$ cat config.mk
export PLATFORM = sky130hd
export DESIGN_NAME = csh_normal
export DESIGN_NICKNAME = d
export VERILOG_FILES = /design/src/sv/csh_pkg.sv /design/src/sv/csh_normal.sv
export SDC_FILE = /design/constraint.sdc
export NUM_CORES = 1
export LEC_CHECK = 0
export BUFFER_PORTS_ARGS = -buffer_cell sky130_fd_sc_hd__buf_2
export CORE_MARGIN = 4
export CORE_UTILIZATION = 59
export CTS_CLUSTER_DIAMETER = 200
export CTS_CLUSTER_SIZE = 25
export DETAILED_ROUTE_END_ITERATION = 8
export GPL_TIMING_DRIVEN = 0
export PLACE_DENSITY = 0.81
export SYNTH_ARGS = -nofsm -noshare
export SYNTH_HDL_FRONTEND = slang
export SYNTH_SLANG_ARGS = --single-unit
$ cat constraint.sdc
create_clock -name clk -period 6.7 [get_ports clk]
set_input_delay 0.67 -clock clk [delete_from_list [all_inputs] [get_ports clk]]
set_output_delay 0.67 -clock clk [all_outputs]
set_load 0.01 [all_outputs]
$ cat src/sv/csh_pkg.sv
// ----------------------------------------------------------------------------
// csh_pkg
// Shared widths, register indexes and types of the cushion pixel shader.
// ----------------------------------------------------------------------------
package csh_pkg;

	localparam int PIX_W      = 12;
	localparam int CH_W       = 8;
	localparam int COEF_W     = 32;
	localparam int LIGHT_W    = 16;
	localparam int AMB_W      = 15;
	localparam int NUM_W      = 50;   // signed numerator
	localparam int QNUM_W     = 49;   // positive numerator / quotient
	localparam int SQ_W       = 64;   // radicand
	localparam int ROOT_W     = SQ_W / 2;
	localparam int COSA_W     = 23;
	localparam int PROD_W     = COSA_W + CH_W;
	localparam int LIGHT_FRAC = 14;

	localparam int CFG_IDX_W  = 3;
	localparam int CFG_DATA_W = 32;

	localparam logic [CFG_IDX_W-1:0] REG_X_LIN  = 3'd0;
	localparam logic [CFG_IDX_W-1:0] REG_X_QUAD = 3'd1;
	localparam logic [CFG_IDX_W-1:0] REG_Y_LIN  = 3'd2;
	localparam logic [CFG_IDX_W-1:0] REG_Y_QUAD = 3'd3;
	localparam logic [CFG_IDX_W-1:0] REG_LX     = 3'd4;
	localparam logic [CFG_IDX_W-1:0] REG_LY     = 3'd5;
	localparam logic [CFG_IDX_W-1:0] REG_LZ     = 3'd6;
	localparam logic [CFG_IDX_W-1:0] REG_AMB    = 3'd7;

	localparam logic [LIGHT_W-1:0] LZ_RESET = 16'd16384;
	localparam logic [COSA_W-1:0]  COSA_SAT = 23'h400000;
	localparam logic [PROD_W-1:0]  ROUND_HALF = PROD_W'(8192);
	localparam logic [CH_W-1:0]    CH_MAX = 8'hFF;

	typedef struct packed {
		logic [CH_W-1:0] blue;
		logic [CH_W-1:0] green;
		logic [CH_W-1:0] red;
	} rgb_t;

	localparam int RGB_W = $bits(rgb_t);

endpackage

$ cat src/sv/csh_normal.sv
// ----------------------------------------------------------------------------
// csh_normal
// Two-stage normal component: lin + quad*(2*coord+1), saturated to 32 bits.
// ----------------------------------------------------------------------------
module csh_normal
	import csh_pkg::*;
#(
	parameter int CW = 12
) (
	input  logic                     clk,
	input  logic                     en,
	input  logic signed [COEF_W-1:0] lin,
	input  logic signed [COEF_W-1:0] quad,
	input  logic [CW-1:0]            coord,
	output logic signed [COEF_W-1:0] n_s2
);

	localparam int PW = COEF_W + CW + 2;

	logic signed [PW-1:0]   prod_s1;
	logic signed [PW:0]     sum;
	logic signed [CW+1:0]   odd;

	assign odd = {1'b0, coord, 1'b1};
	assign sum = (PW+1)'(lin) + (PW+1)'(prod_s1);

	always_ff @(posedge clk) begin
		if (en) begin
			prod_s1 <= PW'(quad) * PW'(odd);
			if (sum > (PW+1)'(32'sh7FFFFFFF))
				n_s2 <= 32'sh7FFFFFFF;
			else if (sum < -(PW+1)'(33'sh080000000))
				n_s2 <= 32'sh80000000;
			else
				n_s2 <= sum[COEF_W-1:0];
		end
	end

endmodule

Word-level counts from Yosys, hierarchy flattened
Cells that the tools add are included.
{"block": "classes", "addsub": 1, "n_mul": 1, "n_lt_le_gt_ge": 2, "mux": 1}
{"op": "32-bit by 46-bit adder with 47-bit output", "count": 1}
{"op": "47-bit by 32-bit > comparator with 1-bit output, second input constant", "count": 1}
{"op": "47-bit by 32-bit < comparator with 1-bit output, second input constant", "count": 1}
{"op": "32-bit by 14-bit multiplier with 46-bit output", "count": 1}
{"op": "32-bit two-way mux", "count": 1}
{"block": "totals", "reg_bits": 78, "word_cells": 7}

Logic depth before layout (Yosys ltp)
{"block": "logic_depth", "word_depth": 3, "depth_mapped": 26, "mapped_depth_nobuf": 25}

Least setup slack after synthesis
OpenSTA, ideal clock, no wires.
{"block": "synth_path", "path_type": "input-to-reg", "start": "input quad[7]", "end": "register prod_s1[45], data pin", "setup_ns": 0.260, "t_arrival_ns": 6.536, "required_time_ns": 6.440, "slack_ns": -0.095, "path_stages": 24, "cell_sequence": "clkbuf_1 -> and2_1 -> fa_1 -> inv_1 -> fa_1 -> inv_1 -> fa_1 -> inv_1 -> fa_1 -> inv_1 -> fa_1 -> fa_1 -> ha_1 -> and3_1 -> a221o_1 -> a21o_1 -> o21ai_0 -> a211oi_1 -> a31oi_1 -> o21ai_0 -> a211oi_1 -> o21ai_0 -> a21oi_1 -> xnor2_1"}
{"block": "synth_via", "elab_chain_cells": 1}
{"item": "from (decl)", "line": "csh_normal.sv:13", "text": "input logic signed [COEF_W-1:0] quad,"}
{"item": "32-bit by 14-bit multiplier with 46-bit output", "line": "csh_normal.sv:29", "text": "prod_s1 <= PW'(quad) * PW'(odd);"}
{"item": "to (signal assigned)", "line": "csh_normal.sv:29"}
{"item": "to (decl)", "line": "csh_normal.sv:20", "text": "logic signed [PW-1:0] prod_s1;"}
No other way between the ends.
A chain may end at the register's enable or synchronous reset.

Final worst setup path
{"block": "layout_path", "start": "input quad[17]", "end": "register prod_s1[39], data pin"}
The elaborated chain is that of the path after synthesis.

==> metrics <==
CTS tree=yes; vias in the first global route=15900; gpl congestion=0.966; Mapped Avg Cell Area=between 9 and 10 µm²; min Tclk post-route=6.59 ns; IO Pins=110; Worst Path Max Fanout=10; Yosys top cell area share=~39%; htree depth=3; # Max-Cap Violations=0; Req. time, crit path=around 6.8 ns; largest net degree at the start of global routing=79; skew final=0.0141 ns; DIE AREA=36000 µm²; Yosys warnings=0; clk_lat worst skew=0.36 ns; Wirelength per Cell=about 19 µm; share of layout cells above drive strength 1=roughly an eighth; die extent in y=190 µm; CORE AREA=roughly 33000 µm²; port bufs=roughly 110; reg2reg setup slack=between 2 and 2.5 ns; final hold vios=0; Commonest cells post-synth=inv_1 (438), fa_1 (379), nand2_1 (233); area grow syn2layout=12.7%; DRC violations left=0; FF+latch count, synth=78; Clock Path Buffers=2; Syn Nets=about 2700; Crit. End Element=flip-flop; antenna-violating nets left=0; total track usage=28.3%; sequential fraction of the synthesis area=about an eighth; cell area after synthesis=19500 µm²; via count=between 15000 and 20000; Max stage delay on crit path=between 0.5 and 0.6 ns; outcome=finished, final reports clean; Slew HR=a little over a third; Starting Density=between 50% and 60%; DRT Wirelength=roughly 51000 µm; Worst Hold Class=primary input to flip-flop; leading area contributor after synthesis=fa_1; Setup violations, final=0; Crit Path Class=primary input to flip-flop; drt via density=around 5.6; DRT iter0 DRCs=969; Max Clock Freq=between 0.15 and 0.2 GHz; CP Launch Type=primary input; Detail Placement HPWL=roughly 42000 µm; first-pass GRT wire length=a little over 80000 µm; Syn Inst Count=2098; CTS clk-pin slew, worst paths=about 0.06 ns; fin. max-slew vios=0; largest cells by area after synthesis=fa_1 (39%), edfxtp_1 (12%), ha_1 (9.8%); EDFF count, synth=78; Worst path slowest cell=fa_1; Rows=66; Antenna Cells=0; Least-Margin Pin Slew=between 0.9 and 1 ns; First-pass DRT Iterations=5; die width=around 190 µm; CTS sink cnt=78; cell mode on critical path=fa_1; Layout Nets=2859; Root Buffer=clkbuf_16; hold slack final=slightly above 0.6 ns; final worst-path cycle share=a little over nine tenths; CP bufs+invs=7; FILL cells=2522; Synth cell types=between 70 and 80; delay-heaviest family, CP=adder cells; total CTS buffers=9; asr flop ratio synth=0%; crit path DAT=about 6.7 ns; initial antenna violation count=1; RSZ-0062 raised after global routing=yes; grt total ovfl=0; Top FF cell, synth=edfxtp_1; most common cell in the netlist=inv_1
==> kinds of logic (layout without fill, tap and decap cells) <==
| logic type | after synthesis | after routing | synth area share, % |
|---|---|---|---|
| and+or+nand+nor | 567 | 567 | 14.7 |
| muxes | 1 | 1 | 0.0514 |
| xor gates and xnor gates | 88 | 88 | 3.96 |
| AOI/OAI and AO/OA | 306 | 306 | 10.1 |
| DFF | 78 | 78 | 12.0 |
| buffers and inverters | 527 | 684 | 10.4 |
| adders and majority gates | 531 | 531 | 48.7 |
==> layer usage <==
layer	routed length, µm	vias to the layer above	track usage [%]
met1	20300	7466	37.3
li1	-	6821	-
met2	23800	675	46.2
met4	1990	2	10.7
met3	4350	124	6.22
met5	12	-	0
==> placed cells by master, fill, tap and decap left out, types with 10 or more instances in the layout <==
cell       count
nand3_1       14
buf_8         13
o21ai_1       25
xor2_1        26
nand4_1       20
buf_6         27
fa_2          10
o21a_1        11
clkbuf_16     11
ha_4          14
ha_1         134
buf_4         49
o21bai_1      12
nor2_1        43
and2_1       196
nand2_1      233
edfxtp_1      78
fa_1         369
buf_2        102
o21ai_0       46
a21o_1        39
a21oi_1       94
nand2b_1      13
inv_1        438
xnor2_1       62
clkbuf_1      21
==> flip-flops by register name (all words and copies together), names as in the netlist <==
register / count
n_s2: 32
prod_s1: 46
==> final cells by class <==
| class | count | area [µm²] | area share (%) |
|---|---|---|---|
| Inverter | 438 | 1640 | 7.49 |
| Sequential cell | 78 | 2340 | 10.7 |
| Clock inverter | 7 | 104 | 0.473 |
| Multi-Input combinational cell | 1493 | 15500 | 70.4 |
| Timing Repair Buffer | 146 | 856 | 3.90 |
| Tap cell | 442 | 553 | 2.52 |
| Buffer | 84 | 766 | 3.49 |
| Clock buffer | 9 | 225 | 1.03 |
==> stage by stage <==
stage / setup TNS [ns] / std cells / util [%] / area [µm²] / worst slack, ns
6_report: 0 / 2697 / 67.5 / 21900 / 0.110
5_1_grt: -0.236 / 2697 / 67.5 / 21900 / -0.0547
4_1_cts: 0 / 2673 / 65.5 / 21300 / 0.00314
3_5_place_dp: -14.98 / 2649 / 63.3 / 20600 / -1.23
3_3_place_gp: -12.64 / 2649 / 63.2 / 20600 / -1.06
2_1_floorplan: 0 / 2098 / - / 19500 / 0.0511
==> repair_timing <==
item	CTS	global route
gates resized for setup	106	184
buffers inserted	12	24
setup endpoints to repair	16	11
pin swaps	14	54
hold buffers	0	0
gates cloned	0	1
==> final timing paths <==
kind,start,end,cells after the start
worst max-delay path,quad[17],prod_s1[39],26
worst min-delay path,quad[0],prod_s1[0],1
worst max register to register,prod_s1[0],n_s2[30],14
worst min register to register,prod_s1[0],n_s2[0],3
Power is not shown: default switching activity piles up to over one toggle a cycle in this logic, so the estimate is an artifact.
