<file path="src/sv/csh_pkg.sv">
// ----------------------------------------------------------------------------
// csh_pkg
// Shared widths, register indexes and types of the cushion pixel shader.
// ----------------------------------------------------------------------------
package csh_pkg;

	localparam int PIX_W      = 12;
	localparam int CH_W       = 8;
	localparam int COEF_W     = 32;
	localparam int LIGHT_W    = 16;
	localparam int AMB_W      = 15;
	localparam int NUM_W      = 50;   // signed numerator
	localparam int QNUM_W     = 49;   // positive numerator / quotient
	localparam int SQ_W       = 64;   // radicand
	localparam int ROOT_W     = SQ_W / 2;
	localparam int COSA_W     = 23;
	localparam int PROD_W     = COSA_W + CH_W;
	localparam int LIGHT_FRAC = 14;

	localparam int CFG_IDX_W  = 3;
	localparam int CFG_DATA_W = 32;

	localparam logic [CFG_IDX_W-1:0] REG_X_LIN  = 3'd0;
	localparam logic [CFG_IDX_W-1:0] REG_X_QUAD = 3'd1;
	localparam logic [CFG_IDX_W-1:0] REG_Y_LIN  = 3'd2;
	localparam logic [CFG_IDX_W-1:0] REG_Y_QUAD = 3'd3;
	localparam logic [CFG_IDX_W-1:0] REG_LX     = 3'd4;
	localparam logic [CFG_IDX_W-1:0] REG_LY     = 3'd5;
	localparam logic [CFG_IDX_W-1:0] REG_LZ     = 3'd6;
	localparam logic [CFG_IDX_W-1:0] REG_AMB    = 3'd7;

	localparam logic [LIGHT_W-1:0] LZ_RESET = 16'd16384;
	localparam logic [COSA_W-1:0]  COSA_SAT = 23'h400000;
	localparam logic [PROD_W-1:0]  ROUND_HALF = PROD_W'(8192);
	localparam logic [CH_W-1:0]    CH_MAX = 8'hFF;

	typedef struct packed {
		logic [CH_W-1:0] blue;
		logic [CH_W-1:0] green;
		logic [CH_W-1:0] red;
	} rgb_t;

	localparam int RGB_W = $bits(rgb_t);

endpackage

</file>
<file path="src/sv/csh_sqrt.sv">
// ----------------------------------------------------------------------------
// csh_sqrt
// Pipelined integer square root, one result bit per stage.
// ----------------------------------------------------------------------------
module csh_sqrt
	import csh_pkg::*;
#(
	parameter int W      = 64,
	parameter int SIDE_W = 8
) (
	input  logic              clk,
	input  logic              arst_n,
	input  logic              en,
	input  logic              in_vld,
	input  logic [W-1:0]      in_rad,
	input  logic [SIDE_W-1:0] in_side,
	output logic              out_vld,
	output logic [W/2-1:0]    out_root,
	output logic [SIDE_W-1:0] out_side
);

	localparam int N = W / 2;

	logic [W-1:0]      rad_s  [0:N];
	logic [W-1:0]      root_s [0:N];
	logic [SIDE_W-1:0] side_s [0:N];
	logic              vld_s  [0:N];

	assign rad_s[0]  = in_rad;
	assign root_s[0] = '0;
	assign side_s[0] = in_side;
	assign vld_s[0]  = in_vld;

	for (genvar k = 0; k < N; k++) begin : g_step
		localparam logic [W-1:0] BITK = {{(W-1){1'b0}}, 1'b1} << (W - 2 - 2 * k);
		logic [W-1:0] trial;
		logic         ge;

		assign trial = root_s[k] + BITK;
		assign ge    = rad_s[k] >= trial;

		always_ff @(posedge clk or negedge arst_n) begin
			if (!arst_n)
				vld_s[k+1] <= 1'b0;
			else if (en)
				vld_s[k+1] <= vld_s[k];
		end

		always_ff @(posedge clk) begin
			if (en) begin
				rad_s[k+1]  <= ge ? rad_s[k] - trial : rad_s[k];
				root_s[k+1] <= ge ? (root_s[k] >> 1) + BITK : root_s[k] >> 1;
				side_s[k+1] <= side_s[k];
			end
		end
	end

	assign out_vld  = vld_s[N];
	assign out_root = root_s[N][W/2-1:0];
	assign out_side = side_s[N];

endmodule

</file>
<file path="config.mk">
export PLATFORM = sky130hd
export DESIGN_NAME = csh_sqrt
export DESIGN_NICKNAME = d
export VERILOG_FILES = /design/src/sv/csh_pkg.sv /design/src/sv/csh_sqrt.sv
export SDC_FILE = /design/constraint.sdc
export NUM_CORES = 2
export LEC_CHECK = 0
export BUFFER_PORTS_ARGS = -buffer_cell sky130_fd_sc_hd__clkbuf_2
export CORE_ASPECT_RATIO = 1.75
export CORE_UTILIZATION = 39
export CTS_BUF_LIST = sky130_fd_sc_hd__clkbuf_4
export CTS_CLUSTER_SIZE = 10
export DETAILED_ROUTE_END_ITERATION = 7
export SKIP_LAST_GASP = 1
export SLEW_MARGIN = 20
export SYNTH_ARGS = -nofsm -noshare
export SYNTH_HDL_FRONTEND = slang
export SYNTH_SLANG_ARGS = --single-unit
</file>
<file path="constraint.sdc">
create_clock -name clk -period 4.8 [get_ports clk]
set_clock_uncertainty 0.2 [all_clocks]
set_input_delay 0.96 -clock clk [delete_from_list [all_inputs] [get_ports clk]]
set_output_delay 0.96 -clock clk [all_outputs]
set_load 0.02 [all_outputs]
</file>
After elaboration in Yosys (flattened, before gate mapping)
Cells that the tools add are included.
Word-level totals
  flip-flop bits (word level): 4288
  latch bits: 0
  memory bits (writable): 0
  bits in read-only memories: 0
  input port bits: 76
  output and inout port bits: 41
  logic and storage cells: 345
  memories kept: 0
Operators by class
  add/sub/neg operators: 93
  multipliers: 0
  div/mod/pow operators: 0
  order comparisons: 32
  eq/ne operators: 0
  shifts and indexed selects: 0
  muxes and demuxes: 63
  bitwise operators: 0
  reductions and logical operators: 0
Operators by type and width (number)
  greater-or-equal comparator 64 bit: 31
  2-to-1 mux 64 bit: 31
  2-to-1 mux 63 bit: 31
  subtractor 64 bit: 30
  adder 63 x 11 -> 64 bit (second input constant): 1
  adder 63 x 13 -> 64 bit (second input constant): 1
  adder 63 x 15 -> 64 bit (second input constant): 1
  adder 63 x 17 -> 64 bit (second input constant): 1
  adder 63 x 19 -> 64 bit (second input constant): 1
  adder 63 x 21 -> 64 bit (second input constant): 1
  adder 63 x 23 -> 64 bit (second input constant): 1
  adder 63 x 25 -> 64 bit (second input constant): 1
  adder 63 x 27 -> 64 bit (second input constant): 1
  adder 63 x 29 -> 64 bit (second input constant): 1
  adder 63 x 3 -> 64 bit (second input constant): 1
  adder 63 x 31 -> 64 bit (second input constant): 1
  adder 63 x 33 -> 64 bit (second input constant): 1
  adder 63 x 35 -> 64 bit (second input constant): 1
  adder 63 x 37 -> 64 bit (second input constant): 1
  adder 63 x 39 -> 64 bit (second input constant): 1
  adder 63 x 41 -> 64 bit (second input constant): 1
  adder 63 x 43 -> 64 bit (second input constant): 1
  adder 63 x 45 -> 64 bit (second input constant): 1
  adder 63 x 47 -> 64 bit (second input constant): 1
  other kinds (45): 45

Longest topological paths before layout
  word-level depth: 3
  depth in mapped cells: 15
  gate-level depth less buffers: 12

Worst setup path before layout
OpenSTA, ideal clock, no wires.
  path kind: flip-flop to flip-flop
  from: register rad_s[861] (netlist bit)
  to: register rad_s[830] (netlist bit) (data pin)
  library setup time: 0.258 ns
  data arrival time: 3.308 ns
  required time: 4.342 ns
  slack: 1.034 ns
  cell stages (with the launch flop): 12
  buffers on the path: 1
  period minus slack after synthesis: 3.766 ns
  cell sequence: edfxtp_1 ha_1 a21o_1 or3_1 o221a_2 a221o_1 a221oi_2 o22ai_1 o31a_1 clkbuf_1 or3_1 xnor2_1
Between the ends
  cells in the longest elaborated chain, start to end: 2
  elaborated cells on any way between the ends: 3
  those cells by class: add/sub (1); order compare (1); mux (1)
Ends and longest elaborated chain
  from (decl): line csh_sqrt.sv:24  | logic [W-1:0] rad_s [0:N];
  from (signal, indexed assignment): line csh_sqrt.sv:51  | rad_s[k+1] <= ge ? rad_s[k] - trial : rad_s[k];
  subtractor 64 bit or greater-or-equal comparator 64 bit (tied branches): line csh_sqrt.sv:51, csh_sqrt.sv:40
  2-to-1 mux 64 bit *: line csh_sqrt.sv:51
Mark *: on every way between the ends. The rest lies on a longest branch, timed or not.
A chain may end at the register's enable or synchronous reset.

Final worst setup path
  from: register rad_s[421] (netlist bit)
  to: register rad_s[373] (netlist bit) (data pin)
Same word-level chain as after synthesis.

==> results.md <==
* Met1 Resource Use GR at 12.6%
* Yosys reg bits at 2800
* Crit path capture type: register
* Top cell type's share of synthesized area at 63.8%
* Met3 global-route usage at 3.22%
* Peak supply drop at 328 uV
* Non-filler instance count after layout at 16100
* FP Rows at 280
* CTS tree: yes
* Critical Path AT at 5.70 ns
* Setup TNS at -0.0523 ns
* Setup CP Type: register to register
* Cell taking the most area after synthesis: edfxtp_1
* Vias/cell at 5.33
* CP Data Required Time at 5.65 ns
* Via Count at 85800
* Clock buffer depth at 4
* Tcrit/Tclk final at 101%
* Unique cell type count in the Yosys netlist at 97
* Average routed wire per standard cell at 23.3 um
* Hold Path Class: register to register
* Fmax at 206 MHz
* Total track usage at 22.0%
* Area Growth Syn to Fin at 14.3%
* Critical Path Source Type: register
* Share of the yosys chip area belonging to registers at 64.4%
* Post-Layout Inst Area at 149000 um2
* Routed Antenna Nets at 0
* Post-route total power at 68.3 mW
* Hold_sp: root_s[1454]
* Area contributors post-synth: edfxtp_1 64%, ha_1 5.4%, xnor2_1 3.2%
* Gate Count Post-Synth at 10100
* Core Area at 332000 um2
* Setup violators final at 2
* PwrDens at 459 nW/um2
* Die width at 439 um
* RSZ-0062 raised after global routing: no
* Die Area at 337000 um2
* DP Wirelength at 290000 um
* Setup crit start: rad_s[421]
* Synthesized Nets at 10700
* Starting DRT DRC Count at 4058
* H-Tree Depth at 6
* R2r startpoint: rad_s[421]
* Port bufs at 116
* First-pass GRT wire length at 547000 um
* Failing checks: negative setup slack
* Status: finished with violations
* Filler instances at 29900
* Initial core utilization at 39.2%
* Final slew viol count at 0
* Ys async rst share at 1.14%
* M2 GR Usage at 48.2%
* DR pass1 iterations at 7
* Clock Root Buffer: clkbuf_4
* Total grt overflow at 0
* Fin crit period at 4.85 ns
* Vias in the first global route at 94000
* Die Ht at 767 um
* CTS sink count at 2800
* GRT Max-Usage Layer: met2
* Setup bufs post-CTS at 0
* Top_reg_cell synth: edfxtp_1
* Initial antenna violation count at 19
* GPL Wtd Cong at 1.09
* Slew margin rel. at 20.0%
* Final hold viol count at 0
* Drt drc at 0
* Mapped Avg Cell Area at 12.9 um2
* Pleak at 56.1 nW
* CTS buffer count at 670
* Layout net count at 11800
* Reg clk slew, reported paths at 0.07 ns
* Worst-path fanout max at 11
* Post-synth EDFFs at 2768
* Synthesized area at 130000 um2
* Largest net degree at the start of global routing at 157
* Final WL at 376000 um
* Setup ws final at -0.0470 ns
* # IOs at 117
* Slew of the pin with the lowest slew margin at 1.19 ns
* Clock Latency Late Sink at 1.42 ns
* Min Hold Slack at 0.125 ns
* Fraction of layout cells with a size suffix above 1 at 14.9%
* YS warnings at 0
* Placement Cell Area at 139000 um2
* MaxCap Viol Count at 0
* Dpl cells at 14700
-- final timing paths --
path	to	slack (ns)	cells past startpoint
max	rad_s[373]	-0.05	11
min	root_s[1389]	0.13	0
max reg2reg	rad_s[373]	-0.05	11
min reg2reg	root_s[1389]	0.13	0
max in group asynchronous	vld_s[22]	3.73	4
min in group asynchronous	vld_s[29]	0.48	4
-- metal layers --
layer | up-vias | routed length [um]
li1 | 40600 | -
met1 | 41600 | 86500
met2 | 2309 | 232000
met3 | 1372 | 11000
met4 | 6 | 46000
met5 | - | 35
-- stage by stage --
step,util [%],setup WS (ns)
finish,44.8,-0.0470
global route,44.8,0.00522
CTS,44.7,-0.125
detailed placement,41.8,-0.288
global placement,41.8,-1.79
floorplan,-,1.03
-- cells in the mapped netlist (32+ instances only) --
master / instances
a211oi_1: 48
a21o_1: 203
a21oi_1: 720
a31oi_1: 50
and3_1: 49
clkbuf_1: 178
dfrtp_1: 32
edfxtp_1: 2768
ha_1: 558
inv_1: 710
mux2_2: 113
nand2_1: 561
nand2b_1: 96
nand3_1: 162
nand3b_1: 34
nand4_1: 175
nor2_1: 737
nor2b_1: 88
nor3_1: 269
nor4_1: 337
nor4b_1: 53
o211ai_1: 42
o21a_1: 92
o21ai_0: 378
o21bai_1: 66
o31ai_1: 34
or2_2: 42
or3_1: 92
or4_1: 80
xnor2_1: 482
xor2_1: 406
-- flip-flops by register name, indices dropped and copies added (netlist names) --
signal and flops:
out_root 32, out_side 8, out_vld 1, rad_s 1984, root_s 496, side_s 248, vld_s 31
-- final cells by class --
class                      count  area [um2]  area share (%)
clock buffer                 922        6920            4.65
timing repair buffer         631        5260            3.53
sequential                  2800       83900            56.4
antenna                       92         230           0.155
tap                         4371        5470            3.67
inverter                     713        2680            1.80
clock inverter               215        1280           0.859
multi-input combinational   6371       43200            29.0
-- timing repair --
| action | 4_1_cts | 5_1_grt |
|---|---|---|
| endpoints found under the hold margin | 189 | 0 |
| resized for setup | 6 | 7 |
| setup endpoints to repair | 39 | 12 |
| hold buffers | 149 | 0 |
-- cell families after synthesis --
| family | count (synthesis) | synth area share [%] |
|---|---|---|
| adder cells (fa/ha/maj) | 558 | 5.36 |
| AND/OR/NAND/NOR | 2933 | 11.7 |
| XOR/XNOR | 888 | 5.97 |
| buffers and inverters | 926 | 2.70 |
| flip-flops | 2800 | 64.4 |
| AO/OA/AOI/OAI | 1868 | 8.84 |
| multiplexers | 124 | 1.06 |
-- where the power goes --
| part | internal, mW | switching [mW] | total, mW |
|---|---|---|---|
| sequential | 30.8 | 2.34 | 33.2 |
| combinational | 6.31 | 9.69 | 16.0 |
| clock | 9.50 | 9.68 | 19.2 |
| total | 46.6 | 21.7 | 68.3 |
-- layout by cell type, fill, tap and decap left out, types with 148 or more instances in the layout --
cell type      count
edfxtp_1        2768
clkbuf_4         922
nor2_1           734
a21oi_1          720
inv_1            710
nand2_1          561
ha_1             558
xnor2_1          482
xor2_1           406
o21ai_0          375
buf_4            332
nor4_1           320
nor3_1           262
a21o_1           203
nand4_1          175
nand3_1          162
dlygate4sd3_1    148
-- worst max-delay path: stages, from the launching register on --
cell and delay (ns):
edfxtp_1 0.39, ha_1 0.51, nor4bb_2 0.48, nand2b_1 0.30
nor3_2 0.43, a21oi_1 0.24, and3_1 0.28, o21a_1 0.26
or3_1 0.39, a2111oi_0 0.75, buf_4 0.23, xor2_1 0.06
Power figures use the tool's default switching activity.
